## src/rtl/joint_torque_frame_clamp_core_macros.svh

```systemverilog
// ----------------------------------------------------------------------------
// joint_torque_frame_clamp_core assertion macros
// Shorthand for the clocked implication checks of the joint torque clamp.
// ----------------------------------------------------------------------------
`ifndef JOINT_TORQUE_FRAME_CLAMP_CORE_MACROS_SVH
`define JOINT_TORQUE_FRAME_CLAMP_CORE_MACROS_SVH

// Same-cycle implication, checked on every rising clock edge outside reset.
`define JTFC_ASSERT_IMP(label, cond, conseq, msg) \
   label: assert property (@(posedge clock) disable iff (reset) (cond) |-> (conseq)) \
      else $error(msg);

// Next-cycle implication.
`define JTFC_ASSERT_NXT(label, cond, conseq, msg) \
   label: assert property (@(posedge clock) disable iff (reset) (cond) |=> (conseq)) \
      else $error(msg);

`endif

```

## src/rtl/jtfc_pkg.sv

```systemverilog
// ----------------------------------------------------------------------------
// jtfc_pkg
// Shared types, constants and small tables of the joint torque frame clamp.
// ----------------------------------------------------------------------------
package jtfc_pkg;

   localparam int TORQUE_BITS_DEF    = 16;
   localparam int COEF_FRAC_BITS_DEF = 14;
   localparam int BONE_BITS_DEF      = 24;

   localparam int VEC_W   = 16;
   localparam int COEF_W  = 16;
   localparam int ROW_W   = 48;
   localparam int LIMIT_W = 15;
   localparam int FUNC_W  = 2;
   localparam int CSR_IDX_W = 2;

   // The world request saturates to this width before the rotation.
   localparam int REQ_W  = 47;
   localparam int PROD_W = REQ_W + COEF_W;
   localparam int ACC_W  = PROD_W + 1;

   localparam int AXES      = 3;
   localparam int AXIS_W    = 2;
   localparam int CNT_W     = 4;
   localparam int MAC_TERMS = AXES * AXES;
   localparam int MAC_LAT   = 2;
   localparam int MAC_END   = MAC_TERMS + MAC_LAT - 1;
   localparam int AXIS_END  = AXES - 1;

   localparam logic [ROW_W-1:0]   ROW0_RESET  = 48'd16384;
   localparam logic [ROW_W-1:0]   ROW1_RESET  = 48'd1073741824;
   localparam logic [ROW_W-1:0]   ROW2_RESET  = 48'd70368744177664;
   localparam logic [LIMIT_W-1:0] LIMIT_RESET = 15'd32767;

   localparam logic [FUNC_W-1:0] FUNC_WORLD  = 2'd0;
   localparam logic [FUNC_W-1:0] FUNC_LOCAL  = 2'd1;
   localparam logic [FUNC_W-1:0] FUNC_BONE_A = 2'd2;
   localparam logic [FUNC_W-1:0] FUNC_BONE_B = 2'd3;

   localparam logic [CSR_IDX_W-1:0] CSR_ROW_ZERO = 2'd0;
   localparam logic [CSR_IDX_W-1:0] CSR_ROW_ONE  = 2'd1;
   localparam logic [CSR_IDX_W-1:0] CSR_ROW_TWO  = 2'd2;
   localparam logic [CSR_IDX_W-1:0] CSR_LIMIT    = 2'd3;

   typedef enum logic [2:0] {
      ST_IDLE,
      ST_OLD,
      ST_REQ,
      ST_LOCAL,
      ST_FWD,
      ST_NEW,
      ST_UPD,
      ST_OUT
   } jtfc_state_type;

   typedef struct packed {
      jtfc_state_type    state;
      logic [CNT_W-1:0]  cnt;
      logic              issue_valid;
      logic              issue_first;
      logic              issue_last;
      logic [AXIS_W-1:0] issue_axis;
      logic [AXIS_W-1:0] issue_term;
   } jtfc_ctrl_type;

   typedef struct packed {
      logic start;
      logic func_local;
      logic pass_req;
      logic out_free;
   } jtfc_stat_type;

   typedef struct packed {
      logic                     valid;
      logic                     first;
      logic                     last;
      logic [AXIS_W-1:0]        axis;
      logic signed [REQ_W-1:0]  a;
      logic signed [COEF_W-1:0] b;
   } jtfc_mac_op_type;

   typedef struct packed {
      logic                    valid;
      logic [AXIS_W-1:0]       axis;
      logic signed [ACC_W-1:0] acc;
   } jtfc_mac_res_type;

   // Output axis of a matrix term; three terms per axis.
   function automatic logic [AXIS_W-1:0] axis_of(input logic [CNT_W-1:0] c);
      logic [AXIS_W-1:0] r;
      case (c)
         4'd0, 4'd1, 4'd2: r = 2'd0;
         4'd3, 4'd4, 4'd5: r = 2'd1;
         4'd6, 4'd7, 4'd8: r = 2'd2;
         default:          r = 2'd0;
      endcase
      return r;
   endfunction

   function automatic logic [AXIS_W-1:0] term_of(input logic [CNT_W-1:0] c);
      logic [AXIS_W-1:0] r;
      case (c)
         4'd0, 4'd3, 4'd6: r = 2'd0;
         4'd1, 4'd4, 4'd7: r = 2'd1;
         4'd2, 4'd5, 4'd8: r = 2'd2;
         default:          r = 2'd0;
      endcase
      return r;
   endfunction

   // Column coefficient of one packed matrix row, x in the low bits.
   function automatic logic signed [COEF_W-1:0] coef_pick(input logic [ROW_W-1:0] row,
                                                          input logic [AXIS_W-1:0] col);
      logic signed [COEF_W-1:0] r;
      case (col)
         2'd0:    r = row[COEF_W-1:0];
         2'd1:    r = row[2*COEF_W-1:COEF_W];
         2'd2:    r = row[3*COEF_W-1:2*COEF_W];
         default: r = '0;
      endcase
      return r;
   endfunction

endpackage

```

## src/rtl/joint_torque_frame_clamp_core.sv

```systemverilog
// ----------------------------------------------------------------------------
// joint_torque_frame_clamp_core
// Joint torque controller between two bones: rotates the request into the
// joint frame, clamps each axis and tracks the world torque and bone totals.
// ----------------------------------------------------------------------------
// One item is handled at a time on a single shared multiply-accumulate unit.
// Every matrix product is nine multiplies issued one per cycle, then the
// product and accumulator registers of the unit. A local request (func 1) and
// a world or bone request that needs no clamping both take two matrix products,
// and a clamped world or bone request takes three, because the actual world
// torque then needs a third matrix product. The finished result waits in an
// output register, so the next item is accepted while it is still unread; a
// result finished while the previous one is still unread holds the block in
// its last step until the output register frees up.
// Configuration writes are always accepted.
module joint_torque_frame_clamp_core
   import jtfc_pkg::*;
#(
   parameter int TORQUE_BITS    = TORQUE_BITS_DEF,
   parameter int COEF_FRAC_BITS = COEF_FRAC_BITS_DEF,
   parameter int BONE_BITS      = BONE_BITS_DEF,
   localparam int RSP_W         = 9 * TORQUE_BITS + 9,
   localparam int RSP_TDATA_W   = ((RSP_W + 7) / 8) * 8
)
(
   input  logic                   clock,
   input  logic                   reset,

   input  logic                   req_tvalid,
   output logic                   req_tready,
   // vec_x, vec_y, vec_z
   input  logic [3*VEC_W-1:0]     req_tdata,
   // func
   input  logic [FUNC_W-1:0]      req_tuser,

   output logic                   rsp_tvalid,
   input  logic                   rsp_tready,
   // joint_x, joint_y, joint_z, world_x, world_y, world_z,
   // change_x, change_y, change_z, zero fill
   output logic [RSP_TDATA_W-1:0] rsp_tdata,
   // clamped
   output logic                   rsp_tuser,

   input  logic                   csr_valid,
   output logic                   csr_ready,
   input  logic [CSR_IDX_W-1:0]   csr_index,
   input  logic [ROW_W-1:0]       csr_data
);

`include "joint_torque_frame_clamp_core_macros.svh"

   localparam int T      = TORQUE_BITS;
   localparam int B      = BONE_BITS;
   localparam int SUM_W  = ((B > T + 1) ? B : T + 1) + 2;
   localparam int RSAT_W = (SUM_W > REQ_W) ? SUM_W : REQ_W;
   localparam int UPD_W  = ((B > T + 2) ? B : T + 2) + 1;

   localparam logic signed [RSAT_W-1:0] REQ_HI =
      {{(RSAT_W-REQ_W+1){1'b0}}, {(REQ_W-1){1'b1}}};
   localparam logic signed [RSAT_W-1:0] REQ_LO =
      {{(RSAT_W-REQ_W+1){1'b1}}, {(REQ_W-1){1'b0}}};
   localparam logic signed [ACC_W-1:0] WLD_HI = {{(ACC_W-T){1'b0}}, {T{1'b1}}};
   localparam logic signed [ACC_W-1:0] WLD_LO = {{(ACC_W-T){1'b1}}, {T{1'b0}}};
   localparam logic signed [REQ_W-1:0] PAS_HI = {{(REQ_W-T){1'b0}}, {T{1'b1}}};
   localparam logic signed [REQ_W-1:0] PAS_LO = {{(REQ_W-T){1'b1}}, {T{1'b0}}};
   localparam logic signed [UPD_W-1:0] BON_HI = {{(UPD_W-B+1){1'b0}}, {(B-1){1'b1}}};
   localparam logic signed [UPD_W-1:0] BON_LO = {{(UPD_W-B+1){1'b1}}, {(B-1){1'b0}}};
   localparam logic signed [ACC_W-1:0] RND    = ACC_W'(1) << (COEF_FRAC_BITS - 1);
   localparam logic signed [ACC_W-1:0] TMAX   = {{(ACC_W-T+1){1'b0}}, {(T-1){1'b1}}};

   // Configuration and persistent state.
   logic [ROW_W-1:0]         row_ff [AXES];
   logic [ROW_W-1:0]         row_in [AXES];
   logic [LIMIT_W-1:0]       limit_ff, limit_in;
   logic signed [T-1:0]      joint_ff [AXES];
   logic signed [T-1:0]      joint_in [AXES];
   logic signed [T:0]        world_ff [AXES];
   logic signed [T:0]        world_in [AXES];
   logic signed [B-1:0]      bone_a_ff [AXES];
   logic signed [B-1:0]      bone_a_in [AXES];
   logic signed [B-1:0]      bone_b_ff [AXES];
   logic signed [B-1:0]      bone_b_in [AXES];

   // Per-item working registers.
   logic [FUNC_W-1:0]        func_ff, func_in;
   logic signed [VEC_W-1:0]  vec_ff [AXES];
   logic signed [VEC_W-1:0]  vec_in [AXES];
   logic signed [REQ_W-1:0]  reqv_ff [AXES];
   logic signed [REQ_W-1:0]  reqv_in [AXES];
   logic signed [T-1:0]      jnew_ff [AXES];
   logic signed [T-1:0]      jnew_in [AXES];
   logic signed [T:0]        oldw_ff [AXES];
   logic signed [T:0]        oldw_in [AXES];
   logic signed [T:0]        neww_ff [AXES];
   logic signed [T:0]        neww_in [AXES];
   logic signed [T+1:0]      change_ff [AXES];
   logic signed [T+1:0]      change_in [AXES];
   logic                     clamped_ff, clamped_in;

   logic                     rsp_valid_ff, rsp_valid_in;
   logic [RSP_TDATA_W-1:0]   rsp_data_ff, rsp_data_in;
   logic                     rsp_user_ff, rsp_user_in;

   jtfc_ctrl_type            ctrl;
   jtfc_stat_type            stat;
   jtfc_mac_op_type          mac_op;
   jtfc_mac_res_type         mac_res;

   logic [AXIS_W-1:0]        k;
   logic [AXIS_W-1:0]        coef_row, coef_col;
   logic signed [ACC_W-1:0]  rnd_sum, rnd_val;
   logic signed [T:0]        wld_val;
   logic signed [ACC_W-1:0]  lim_ext, lim_val, clamp_src, clamp_res;
   logic                     hit_hi, hit_lo, clamp_ev;
   logic [AXIS_W-1:0]        clamp_axis;
   logic signed [SUM_W-1:0]  s_vec, s_wld, s_bone_a, s_bone_b, s_req;
   logic signed [RSAT_W-1:0] s_req_ext;
   logic signed [REQ_W-1:0]  req_sat;
   logic                     pass;
   logic signed [REQ_W-1:0]  pass_src;
   logic signed [T:0]        upd_new;
   logic signed [T+1:0]      upd_d;
   logic signed [UPD_W-1:0]  sum_a, sum_b;
   logic [RSP_W-1:0]         payload;

   jtfc_seq u_seq (
      .clock (clock),
      .reset (reset),
      .stat  (stat),
      .ctrl  (ctrl)
   );

   jtfc_mac u_mac (
      .clock (clock),
      .reset (reset),
      .op    (mac_op),
      .res   (mac_res)
   );

   assign k          = ctrl.cnt[AXIS_W-1:0];
   assign req_tready = (ctrl.state == ST_IDLE);
   assign csr_ready  = 1'b1;
   assign rsp_tvalid = rsp_valid_ff;
   assign rsp_tdata  = rsp_data_ff;
   assign rsp_tuser  = rsp_user_ff;

   // Operand selection for the shared multiplier. The old and new world
   // images use the transposed matrix.
   always_comb begin
      mac_op.valid = ctrl.issue_valid;
      mac_op.first = ctrl.issue_first;
      mac_op.last  = ctrl.issue_last;
      mac_op.axis  = ctrl.issue_axis;
      coef_row     = ctrl.issue_term;
      coef_col     = ctrl.issue_axis;
      case (ctrl.state)
         ST_FWD: begin
            coef_row = ctrl.issue_axis;
            coef_col = ctrl.issue_term;
            mac_op.a = reqv_ff[ctrl.issue_term];
         end
         ST_NEW: begin
            mac_op.a = {{(REQ_W-T){jnew_ff[ctrl.issue_term][T-1]}}, jnew_ff[ctrl.issue_term]};
         end
         default: begin
            mac_op.a = {{(REQ_W-T){joint_ff[ctrl.issue_term][T-1]}}, joint_ff[ctrl.issue_term]};
         end
      endcase
      mac_op.b = coef_pick(row_ff[coef_row], coef_col);
   end

   // Rounding, clamping and saturation around the multiplier.
   always_comb begin
      rnd_sum = mac_res.acc + RND;
      rnd_val = rnd_sum >>> COEF_FRAC_BITS;
      if (rnd_val > WLD_HI) begin
         wld_val = WLD_HI[T:0];
      end else if (rnd_val < WLD_LO) begin
         wld_val = WLD_LO[T:0];
      end else begin
         wld_val = rnd_val[T:0];
      end

      lim_ext = {{(ACC_W-LIMIT_W){1'b0}}, limit_ff};
      lim_val = (lim_ext < TMAX) ? lim_ext : TMAX;
      if (ctrl.state == ST_LOCAL) begin
         clamp_src  = {{(ACC_W-VEC_W){vec_ff[k][VEC_W-1]}}, vec_ff[k]};
         clamp_axis = k;
         clamp_ev   = 1'b1;
      end else begin
         clamp_src  = rnd_val;
         clamp_axis = mac_res.axis;
         clamp_ev   = (ctrl.state == ST_FWD) && mac_res.valid;
      end
      hit_hi = clamp_src > lim_val;
      hit_lo = clamp_src < -lim_val;
      if (hit_hi) begin
         clamp_res = lim_val;
      end else if (hit_lo) begin
         clamp_res = -lim_val;
      end else begin
         clamp_res = clamp_src;
      end

      // World request of one axis.
      s_vec    = {{(SUM_W-VEC_W){vec_ff[k][VEC_W-1]}}, vec_ff[k]};
      s_wld    = {{(SUM_W-T-1){world_ff[k][T]}}, world_ff[k]};
      s_bone_a = {{(SUM_W-B){bone_a_ff[k][B-1]}}, bone_a_ff[k]};
      s_bone_b = {{(SUM_W-B){bone_b_ff[k][B-1]}}, bone_b_ff[k]};
      case (func_ff)
         FUNC_BONE_A: s_req = s_vec - (s_bone_a - s_wld);
         FUNC_BONE_B: s_req = (s_bone_b + s_wld) - s_vec;
         default:     s_req = s_vec;
      endcase
      s_req_ext = {{(RSAT_W-SUM_W){s_req[SUM_W-1]}}, s_req};
      if (s_req_ext > REQ_HI) begin
         req_sat = REQ_HI[REQ_W-1:0];
      end else if (s_req_ext < REQ_LO) begin
         req_sat = REQ_LO[REQ_W-1:0];
      end else begin
         req_sat = s_req_ext[REQ_W-1:0];
      end

      // An unclamped world request is its own actual torque.
      pass     = (func_ff != FUNC_LOCAL) && !clamped_ff;
      pass_src = reqv_ff[k];
      if (!pass) begin
         upd_new = neww_ff[k];
      end else if (pass_src > PAS_HI) begin
         upd_new = PAS_HI[T:0];
      end else if (pass_src < PAS_LO) begin
         upd_new = PAS_LO[T:0];
      end else begin
         upd_new = pass_src[T:0];
      end
      upd_d = {upd_new[T], upd_new} - {oldw_ff[k][T], oldw_ff[k]};
      sum_a = {{(UPD_W-B){bone_a_ff[k][B-1]}}, bone_a_ff[k]} +
              {{(UPD_W-T-2){upd_d[T+1]}}, upd_d};
      sum_b = {{(UPD_W-B){bone_b_ff[k][B-1]}}, bone_b_ff[k]} -
              {{(UPD_W-T-2){upd_d[T+1]}}, upd_d};

      payload = {change_ff[2], change_ff[1], change_ff[0],
                 world_ff[2], world_ff[1], world_ff[0],
                 jnew_ff[2], jnew_ff[1], jnew_ff[0]};

      stat.start      = req_tvalid && req_tready;
      stat.func_local = (func_ff == FUNC_LOCAL);
      stat.pass_req   = pass && !(clamp_ev && (hit_hi || hit_lo));
      stat.out_free   = !rsp_valid_ff || rsp_tready;
   end

   // Next values of all registers.
   always_comb begin
      row_in       = row_ff;
      limit_in     = limit_ff;
      joint_in     = joint_ff;
      world_in     = world_ff;
      bone_a_in    = bone_a_ff;
      bone_b_in    = bone_b_ff;
      func_in      = func_ff;
      vec_in       = vec_ff;
      reqv_in      = reqv_ff;
      jnew_in      = jnew_ff;
      oldw_in      = oldw_ff;
      neww_in      = neww_ff;
      change_in    = change_ff;
      clamped_in   = clamped_ff;
      rsp_valid_in = rsp_valid_ff && !rsp_tready;
      rsp_data_in  = rsp_data_ff;
      rsp_user_in  = rsp_user_ff;

      if (csr_valid) begin
         case (csr_index)
            CSR_ROW_ZERO: row_in[0] = csr_data;
            CSR_ROW_ONE:  row_in[1] = csr_data;
            CSR_ROW_TWO:  row_in[2] = csr_data;
            CSR_LIMIT:    limit_in  = csr_data[LIMIT_W-1:0];
            default:      limit_in  = limit_ff;
         endcase
      end

      if (stat.start) begin
         func_in    = req_tuser;
         vec_in[0]  = req_tdata[VEC_W-1:0];
         vec_in[1]  = req_tdata[2*VEC_W-1:VEC_W];
         vec_in[2]  = req_tdata[3*VEC_W-1:2*VEC_W];
         clamped_in = 1'b0;
      end

      if (mac_res.valid && (ctrl.state == ST_OLD)) begin
         oldw_in[mac_res.axis] = wld_val;
      end
      if (mac_res.valid && (ctrl.state == ST_NEW)) begin
         neww_in[mac_res.axis] = wld_val;
      end
      if (ctrl.state == ST_REQ) begin
         reqv_in[k] = req_sat;
      end
      if (clamp_ev) begin
         jnew_in[clamp_axis] = clamp_res[T-1:0];
         if (hit_hi || hit_lo) begin
            clamped_in = 1'b1;
         end
      end

      if (ctrl.state == ST_UPD) begin
         world_in[k]  = upd_new;
         change_in[k] = upd_d;
         if (sum_a > BON_HI) begin
            bone_a_in[k] = BON_HI[B-1:0];
         end else if (sum_a < BON_LO) begin
            bone_a_in[k] = BON_LO[B-1:0];
         end else begin
            bone_a_in[k] = sum_a[B-1:0];
         end
         if (sum_b > BON_HI) begin
            bone_b_in[k] = BON_HI[B-1:0];
         end else if (sum_b < BON_LO) begin
            bone_b_in[k] = BON_LO[B-1:0];
         end else begin
            bone_b_in[k] = sum_b[B-1:0];
         end
         if (ctrl.cnt == CNT_W'(AXIS_END)) begin
            joint_in = jnew_ff;
         end
      end

      if ((ctrl.state == ST_OUT) && stat.out_free) begin
         rsp_valid_in = 1'b1;
         rsp_data_in  = RSP_TDATA_W'(payload);
         rsp_user_in  = clamped_ff;
      end
   end

   always_ff @(posedge clock) begin
      if (reset) begin
         row_ff[0]    <= ROW0_RESET;
         row_ff[1]    <= ROW1_RESET;
         row_ff[2]    <= ROW2_RESET;
         limit_ff     <= LIMIT_RESET;
         joint_ff     <= '{default: '0};
         world_ff     <= '{default: '0};
         bone_a_ff    <= '{default: '0};
         bone_b_ff    <= '{default: '0};
         clamped_ff   <= 1'b0;
         rsp_valid_ff <= 1'b0;
      end else begin
         row_ff       <= row_in;
         limit_ff     <= limit_in;
         joint_ff     <= joint_in;
         world_ff     <= world_in;
         bone_a_ff    <= bone_a_in;
         bone_b_ff    <= bone_b_in;
         clamped_ff   <= clamped_in;
         rsp_valid_ff <= rsp_valid_in;
      end
   end

   always_ff @(posedge clock) begin
      func_ff     <= func_in;
      vec_ff      <= vec_in;
      reqv_ff     <= reqv_in;
      jnew_ff     <= jnew_in;
      oldw_ff     <= oldw_in;
      neww_ff     <= neww_in;
      change_ff   <= change_in;
      rsp_data_ff <= rsp_data_in;
      rsp_user_ff <= rsp_user_in;
   end

   `JTFC_ASSERT_IMP(a_mac_in_phase, mac_res.valid, (ctrl.state == ST_OLD || ctrl.state == ST_FWD || ctrl.state == ST_NEW), "multiplier result outside a matrix phase")
   `JTFC_ASSERT_NXT(a_out_load, (ctrl.state == ST_OUT && stat.out_free), (rsp_tvalid && ctrl.state == ST_IDLE), "finished item not handed to the output register")
   `JTFC_ASSERT_IMP(a_rsp_source, $rose(rsp_tvalid), $past(ctrl.state == ST_OUT), "result shown without a finished item")
   `JTFC_ASSERT_NXT(a_start_fresh, stat.start, (ctrl.state == ST_OLD && !clamped_ff), "accepted item did not start with a clear clamp flag")

endmodule

```

## src/rtl/jtfc_mac.sv

```systemverilog
// ----------------------------------------------------------------------------
// jtfc_mac
// Shared multiply-accumulate unit: a registered product, then an accumulator
// that reports the sum of each three-term dot product.
// ----------------------------------------------------------------------------
module jtfc_mac
   import jtfc_pkg::*;
(
   input  logic             clock,
   input  logic             reset,
   input  jtfc_mac_op_type  op,
   output jtfc_mac_res_type res
);

   logic                     p_valid_ff, p_valid_in;
   logic                     p_first_ff, p_first_in;
   logic                     p_last_ff, p_last_in;
   logic [AXIS_W-1:0]        p_axis_ff, p_axis_in;
   logic signed [PROD_W-1:0] prod_ff, prod_in;
   logic signed [ACC_W-1:0]  acc_ff, acc_in;
   logic                     r_valid_ff, r_valid_in;
   logic [AXIS_W-1:0]        r_axis_ff, r_axis_in;
   logic signed [ACC_W-1:0]  prod_ext;

   always_comb begin
      p_valid_in = op.valid;
      p_first_in = op.first;
      p_last_in  = op.last;
      p_axis_in  = op.axis;
      prod_in    = $signed(op.a) * $signed(op.b);

      prod_ext   = {{(ACC_W-PROD_W){prod_ff[PROD_W-1]}}, prod_ff};
      acc_in     = acc_ff;
      if (p_valid_ff) begin
         acc_in = p_first_ff ? prod_ext : acc_ff + prod_ext;
      end
      r_valid_in = p_valid_ff && p_last_ff;
      r_axis_in  = p_axis_ff;
   end

   always_ff @(posedge clock) begin
      if (reset) begin
         p_valid_ff <= 1'b0;
         r_valid_ff <= 1'b0;
      end else begin
         p_valid_ff <= p_valid_in;
         r_valid_ff <= r_valid_in;
      end
   end

   always_ff @(posedge clock) begin
      p_first_ff <= p_first_in;
      p_last_ff  <= p_last_in;
      p_axis_ff  <= p_axis_in;
      prod_ff    <= prod_in;
      acc_ff     <= acc_in;
      r_axis_ff  <= r_axis_in;
   end

   assign res.valid = r_valid_ff;
   assign res.axis  = r_axis_ff;
   assign res.acc   = acc_ff;

endmodule

```

## src/rtl/jtfc_seq.sv

```systemverilog
// ----------------------------------------------------------------------------
// jtfc_seq
// Sequencer of one item: old world image, request and rotation with clamp (or
// local clamp), new world image if needed, totals update, result hand-off.
// ----------------------------------------------------------------------------
module jtfc_seq
   import jtfc_pkg::*;
(
   input  logic          clock,
   input  logic          reset,
   input  jtfc_stat_type stat,
   output jtfc_ctrl_type ctrl
);

   jtfc_state_type   state_ff, state_in;
   logic [CNT_W-1:0] cnt_ff, cnt_in;
   logic             mac_phase;

   always_ff @(posedge clock) begin
      if (reset) begin
         state_ff <= ST_IDLE;
         cnt_ff   <= '0;
      end else begin
         state_ff <= state_in;
         cnt_ff   <= cnt_in;
      end
   end

   always_comb begin
      state_in = state_ff;
      cnt_in   = cnt_ff + CNT_W'(1);
      case (state_ff)
         ST_IDLE: begin
            cnt_in = '0;
            if (stat.start) begin
               state_in = ST_OLD;
            end
         end
         ST_OLD: begin
            if (cnt_ff == CNT_W'(MAC_END)) begin
               cnt_in   = '0;
               state_in = stat.func_local ? ST_LOCAL : ST_REQ;
            end
         end
         ST_REQ: begin
            if (cnt_ff == CNT_W'(AXIS_END)) begin
               cnt_in   = '0;
               state_in = ST_FWD;
            end
         end
         ST_LOCAL: begin
            if (cnt_ff == CNT_W'(AXIS_END)) begin
               cnt_in   = '0;
               state_in = ST_NEW;
            end
         end
         ST_FWD: begin
            if (cnt_ff == CNT_W'(MAC_END)) begin
               cnt_in   = '0;
               state_in = stat.pass_req ? ST_UPD : ST_NEW;
            end
         end
         ST_NEW: begin
            if (cnt_ff == CNT_W'(MAC_END)) begin
               cnt_in   = '0;
               state_in = ST_UPD;
            end
         end
         ST_UPD: begin
            if (cnt_ff == CNT_W'(AXIS_END)) begin
               cnt_in   = '0;
               state_in = ST_OUT;
            end
         end
         ST_OUT: begin
            cnt_in = '0;
            if (stat.out_free) begin
               state_in = ST_IDLE;
            end
         end
         default: begin
            cnt_in   = '0;
            state_in = ST_IDLE;
         end
      endcase

      mac_phase        = (state_ff == ST_OLD) || (state_ff == ST_FWD) || (state_ff == ST_NEW);
      ctrl.state       = state_ff;
      ctrl.cnt         = cnt_ff;
      ctrl.issue_valid = mac_phase && (cnt_ff < CNT_W'(MAC_TERMS));
      ctrl.issue_axis  = axis_of(cnt_ff);
      ctrl.issue_term  = term_of(cnt_ff);
      ctrl.issue_first = (term_of(cnt_ff) == '0);
      ctrl.issue_last  = (term_of(cnt_ff) == AXIS_W'(AXIS_END));
   end

endmodule
```

## config.mk

```make
export PLATFORM = sky130hd
export DESIGN_NAME = joint_torque_frame_clamp_core
export DESIGN_NICKNAME = d
export VERILOG_FILES = /design/src/rtl/jtfc_pkg.sv /design/src/rtl/joint_torque_frame_clamp_core.sv /design/src/rtl/jtfc_mac.sv /design/src/rtl/jtfc_seq.sv
export VERILOG_INCLUDE_DIRS = /design/src /design/src/rtl
export SDC_FILE = /design/constraint.sdc
export NUM_CORES = 2
export LEC_CHECK = 0
export BUFFER_PORTS_ARGS = -buffer_cell sky130_fd_sc_hd__clkbuf_2
export CAP_MARGIN = 20
export CORE_MARGIN = 2
export CORE_UTILIZATION = 60
export DETAILED_ROUTE_END_ITERATION = 16
export GPL_TIMING_DRIVEN = 0
export HOLD_SLACK_MARGIN = 0.03
export PLACE_DENSITY = 0.78
export SYNTH_ARGS = -nofsm -noshare
export SYNTH_HDL_FRONTEND = slang
export SYNTH_SLANG_ARGS = --single-unit
export TNS_END_PERCENT = 100
```

## constraint.sdc

```tcl
create_clock -name clock -period 17.9 [get_ports clock]
set_input_delay 3.58 -clock clock [delete_from_list [all_inputs] [get_ports clock]]
set_output_delay 3.58 -clock clock [all_outputs]
set_load 0.05 [all_outputs]
```

# After elaboration in Yosys (flattened, before gate mapping)
# Memories as Yosys holds them, arrays and structs flattened. A register that Yosys moved wholly into a read port is not among the register bits.
# Cells that the tools add are included.
dict set report op_classes {
  addsub 11
  mul 1
  n_lt_le_gt_ge 22
  eq_ne 27
  muxes 98
  bitwise_logic 15
  n_reduce_logical 35
}
# operator n
set ops {}
lappend ops {{$mux W47} 7}
lappend ops {{$mux W72} 4}
lappend ops {{$mux W17} 13}
lappend ops {{$bmux W47 S2} 2}
lappend ops {{$bwmux W51} 3}
lappend ops {{$bwmux W72} 2}
lappend ops {{$mux W16} 9}
lappend ops {{$bwmux W141} 1}
lappend ops {{$and A69 B69 Y69} 2}
lappend ops {{$or A69 B69 Y69} 2}
lappend ops {{$mux W64} 2}
lappend ops {{$mux W24} 5}
lappend ops {{$bmux W17 S2} 3}
lappend ops {{$bmux W16 S2} 3}
lappend ops {{$bmux W24 S2} 2}
lappend ops {{$bmux W48 S2} 1}
lappend ops {{$mux W48} 2}
lappend ops {{$demux W47 S2} 1}
lappend ops {{$pmux W47 S2} 1}
lappend ops {{$not A69 Y69} 1}
lappend ops {{$demux W17 S2} 2}
lappend ops {{$add A64 B15 Y64 const B} 1}
lappend ops {{$add A64 B63 Y64} 1}
lappend ops {{$gt A64 B16 Y1} 1}
lappend ops {{60 further kinds} 138}
dict set report word_totals {
  register_bits 1095
  romBits 128
  inputBits 105
  output_inout_bits 164
  word_cells 262
  n_memories 4
}
# memory depth word_bits read_ports rd_ports_with_merged_regs wr line_no
set memory_table {}
lappend memory_table {{(no name shown)} 16 2 1 1 0 jtfc_pkg.sv:92} ;# case (c)
lappend memory_table {{(no name shown)} 16 2 1 1 0 jtfc_pkg.sv:103} ;# case (c)
lappend memory_table {{(no name shown)} 16 2 1 1 0 jtfc_pkg.sv:103}
lappend memory_table {{(no name shown)} 16 2 1 1 0 jtfc_pkg.sv:103}

# Depth between registers and ports, before layout
dict set report logic_depth {
  word_depth 13
  depth_mapped 37
  mapped_depth_nobuf 33
}

# Hierarchy
# A second synthesis with hierarchy kept.
dict set report hier_totals {
  hier_cells 8753
  area_unflattened_um2 81205.4
}
# module instances cells_per_inst area_each_um2
set by_module_without_submodules {}
lappend by_module_without_submodules {joint_torque_frame_clamp_core 1 4837 47050.1}
lappend by_module_without_submodules {jtfc_mac 1 3835 33452.1}
lappend by_module_without_submodules {jtfc_seq 1 81 703.2}

# Least setup slack after synthesis
# Ideal clock, no wire load.
dict set report synth_path {
  path_type {in2reg}
  from {input rsp_tready}
  to {register rsp_data_ff[0] (netlist: rsp_tdata[0]), enable pin}
  setup_ns 0.687
  t_arrival_ns 10.505
  setup_slack_ns 6.708
  stages 2
  n_path_buf 0
  cell_sequence {nand2b_1 -> nor2b_1}
}
dict set report synth_via {
  elab_chain_len 2
}
# item line_no
set synth_lines {}
lappend synth_lines {{start: declaration} joint_torque_frame_clamp_core.sv:37} ;# input logic rsp_tready,
lappend synth_lines {{$logic_or A1 B1 Y1} joint_torque_frame_clamp_core.sv:249} ;# stat.out_free = !rsp_valid_ff || rsp_tready;
lappend synth_lines {{$logic_and A1 B1 Y1} joint_torque_frame_clamp_core.sv:328} ;# if ((ctrl.state == ST_OUT) && stat.out_free) begin
lappend synth_lines {{end signal: assignment} joint_torque_frame_clamp_core.sv:367} ;# rsp_data_ff <= rsp_data_in;
lappend synth_lines {{end: declaration} joint_torque_frame_clamp_core.sv:101} ;# logic [RSP_TDATA_W-1:0] rsp_data_ff, rsp_data_in;
# Every way passes these cells.
# A chain may end at the register's enable or synchronous reset.

# Worst setup path after layout
dict set report layout_path {
  from {register u_seq.state_ff[2]}
  to {register u_mac.prod_ff[61]}
}
dict set report layout_via {
  elab_chain_len 8
}
# item line_no
set layout_lines {}
lappend layout_lines {{start: declaration} jtfc_seq.sv:15} ;# jtfc_state_type state_ff, state_in;
lappend layout_lines {{start signal: assignment} jtfc_seq.sv:24} ;# state_ff <= state_in;
lappend layout_lines {{$eq A3 B3 Y1} joint_torque_frame_clamp_core.sv:156} ;# case (ctrl.state)
lappend layout_lines {{$mux W2} joint_torque_frame_clamp_core.sv:156}
lappend layout_lines {{$not A2 Y3 (not written as such)} joint_torque_frame_clamp_core.sv:169} ;# mac_op.b = coef_pick(row_ff[coef_row], coef_col);
lappend layout_lines {{$bmux W48 S2} joint_torque_frame_clamp_core.sv:169}
lappend layout_lines {{$mux W48 (not written as such) (2 in series)} joint_torque_frame_clamp_core.sv:169}
lappend layout_lines {{$pmux W16 S3} jtfc_pkg.sv:116} ;# case (col)
lappend layout_lines {{$mul A47 B16 Y63 *} jtfc_mac.sv:30} ;# prod_in = $signed(op.a) * $signed(op.b);
lappend layout_lines {{via u_mac.prod_in[61]} jtfc_mac.sv:19} ;# logic signed [PROD_W-1:0] prod_ff, prod_in;
lappend layout_lines {{end signal: assignment} jtfc_mac.sv:55} ;# prod_ff <= prod_in;
lappend layout_lines {{end: declaration} jtfc_mac.sv:19}
# Mark *: on every way through the listed nets, which the timed path passes. The rest lies on a longest branch. The select of a mux whose other input is x is not followed.

==> impl_metrics.tcl <==
set metrics [dict create \
    status "complete, no violations" \
    synth-simple-area-share_pct 13.7 \
    placementRows 127 \
    drtAntennaViolNets 0 \
    drt-wirelength-per-cell_um 25.0 \
    port_buffers 260 \
    max_slew_margin_pct 12.7 \
    yosys.area_share.adder_pct 22.2 \
    ioPinCount 269 \
    clock.fmax_ghz 0.0802 \
    stdcell_count 9841 \
    drv_slew 0 \
    ys_ff_latch 1036 \
    dr_total_vias 61583 \
    synth_area_leaders "edfxtp_1, fa_1, dfxtp_1, ha_1, nand2_1" \
    start_util_pct 60.7 \
    postSynthCellCount 7691 \
    crit_path_frequent_cell "fa_1" \
    yosys_warnings 0 \
    worstSkewPairLatency_ns 0.79 \
    leakage_nw 34.1 \
    layout_setup_ws_ns 5.44 \
    drc 0 \
    drt_iter0_markers 7532 \
    dpl.cell_count 9624 \
    setup_tns_ns 0 \
    core_mm2 0.120 \
    rr_worst_depth 32 \
    drive_above_1_share_pct 7.64 \
    wl_um 246000 \
    dieWidth_um 352 \
    ctsResizeCount 0 \
    crit_fanout 10 \
    viasPerCell 6.26 \
    async_flop_share_pct 0 \
    clock-sinks 1036 \
    die_y_um 352 \
    p_per_area_mw_per_mm2 77.7 \
    nNetsFinal 9185 \
    worst_pin_slew_ns 1.30 \
    rsz0062_at_grt "no" \
    ys_seq_area_share_pct 36.0 \
    clk_pin_slew_worst_paths_ns 0.07 \
    min_path_cells 0 \
    hold_viol 0 \
    htree_num_levels 3 \
    hp-class "flip-flop to flip-flop" \
    synth_cell_types 96 \
    synth-compound-area-share_pct 14.9 \
    grt_pass1_wl_um 366000 \
    cts_setup_buffers 0 \
    fin_hold_ws_ns 0.345 \
    clockRootBuffer "clkbuf_16" \
    dp_hpwl_um 194000 \
    synth_top_area_share_pct 22.7 \
    synthXorXnorAreaFrac_pct 3.29 \
    syn_area_mm2 0.0729 \
    syn2layout_area_growth_pct 10.9 \
    fin_crit_sh_pct 69.6 \
    grt_pass1_vias 60539 \
    numCtsBuffers 105 \
    place_congestion 1.04 \
    max_cap_violations 0 \
    setup-violations-final 0 \
    skew_ns 0.0896 \
    synth_top_family_by_area "adder cells" \
    drtPass1Iterations 7 \
    fp.dieArea_mm2 0.124 \
    place_ws_ns 5.83 \
    yosysTopAreaCell "edfxtp_1" \
    endpoint_kind "flip-flop" \
    synth.avg_cell_area_um2 9.47 \
    grt_antenna_before_repair 11 \
    vdd_ir_drop_max_v 0.0000853 \
    yosysMostFrequentCell "nand2_1" \
    synth_flop_cell "edfxtp_1" \
    crit_slowest_cell "fa_1" \
    critical_path_class "flip-flop to flip-flop" \
    period_needed_ns 12.46 \
    overflow 0 \
    max_stage_delay_ns 0.88 \
    synth_common_cells "nand2_1, inv_1, a21oi_1" \
    synth_edf_count 550 \
    grt_max_degree 65 \
    required_ns 18.52 \
    synth.area.mux_share_pct 4.16 \
    postCtsHoldBufs 0 \
    worst_ep_arrival_time_ns 13.09 \
    ctsLongestPathBuffers 3 \
    cts_tree "built" \
    grt_use_total_pct 39.1 \
    start_kind "flip-flop" \
]
-- flip-flops by register name (all words and copies together), names as in the netlist, 2 cells and up --
signal,cells
oldw_ff,51
u_seq.cnt_ff,4
u_mac.p_axis_ff,2
vec_ff,48
u_seq.state_ff,3
bone_a_ff,72
change_ff,54
bone_b_ff,72
u_mac.prod_ff,63
joint_ff,48
payload,51
neww_ff,51
rsp_tdata,153
u_mac.acc_ff,64
func_ff,2
u_seq.ctrl,4
u_mac.r_axis_ff,2
jnew_ff,48
row_ff,144
reqv_ff,78
limit_ff,15
-- metrics by stage --
step | area, um^2 | power, mW | utilization, %
after floorplan | 72900 | 3.50 | -
after global placement | 76200 | 3.91 | 63.4
after detailed placement | 77000 | 3.95 | 64.1
after CTS | 80700 | 6.22 | 67.2
after global routing | 80800 | 6.46 | 67.3
final | 80800 | 6.28 | 67.3
-- placed cells by master (no fill, tap or decap), types with 102 or more instances in the layout --
master | netlist | final
a211oi_1 | 115 | 114
a21o_1 | 137 | 137
a21oi_1 | 684 | 683
clkbuf_1 | 292 | 313
clkbuf_16 | 0 | 110
clkbuf_2 | 0 | 263
dfxtp_1 | 486 | 485
edfxtp_1 | 550 | 550
fa_1 | 562 | 562
ha_1 | 388 | 388
inv_1 | 720 | 720
mux2i_1 | 277 | 277
nand2_1 | 1120 | 1120
nor2_1 | 591 | 588
o21ai_0 | 345 | 343
xnor2_1 | 170 | 170
xor2_1 | 102 | 102
-- worst paths after layout --
kind / start / slack (ns) / end
worst min register to register: u_mac.p_axis_ff[1]$_DFF_P_ / 0.34 / u_mac.r_axis_ff[1]$_DFF_P_
worst min-delay path: u_mac.p_axis_ff[1]$_DFF_P_ / 0.34 / u_mac.r_axis_ff[1]$_DFF_P_
worst max register to register: u_seq.state_ff[2]$_SDFFE_PP0P_ / 5.44 / u_mac.prod_ff[61]$_DFF_P_
worst max-delay path: u_seq.state_ff[2]$_SDFFE_PP0P_ / 5.44 / u_mac.prod_ff[61]$_DFF_P_
-- final cells by class --
cell class | instances | area [um^2]
timing repair buffer | 326 | 2090
antenna | 6 | 15.0
fill | 9548 | 39300
multi-input combinational | 5571 | 42600
clock inverter | 52 | 637
clock buffer | 148 | 3030
sequential | 1036 | 26200
tap | 1612 | 2020
inverter | 722 | 2710
buffer | 368 | 1470
-- cells by family (layout without fill, tap and decap cells) --
logic type | after synthesis | after routing
AND/OR/NAND/NOR | 2281 | 2281
multiplexers | 299 | 299
buffers and inverters | 1090 | 1616
other | 2 | 14
XOR/XNOR | 273 | 273
adder cells (fa/ha/maj) | 960 | 960
flip-flops | 1036 | 1036
AO/OA/AOI/OAI | 1750 | 1750
-- where the power goes --
group	switching [mW]	total, mW	internal [mW]
Sequential	0.0359	2.61	2.58
Clock	1.02	2.31	1.29
Combinational	0.934	1.35	0.420
-- worst max-delay path: cells and delay by family (launching register included) --
family          cells  cell delay [ns]
buf+inv             8             3.01
fa+ha+maj           7             4.34
compound gates      9             2.55
mux                 1             0.80
flops               1             0.30
simple gates        7             1.27
-- layer usage --
metal  share of wire [%]  global-route usage (%)  up-vias
met5               0.021                       0        -
met1                  36                    47.9    29764
li1                    -                       -    27248
met4                 8.4                    27.1        8
met2                  45                    61.9     3655
met3                  11                    8.51      908
Note: power is estimated with default switching activity, not from simulation.
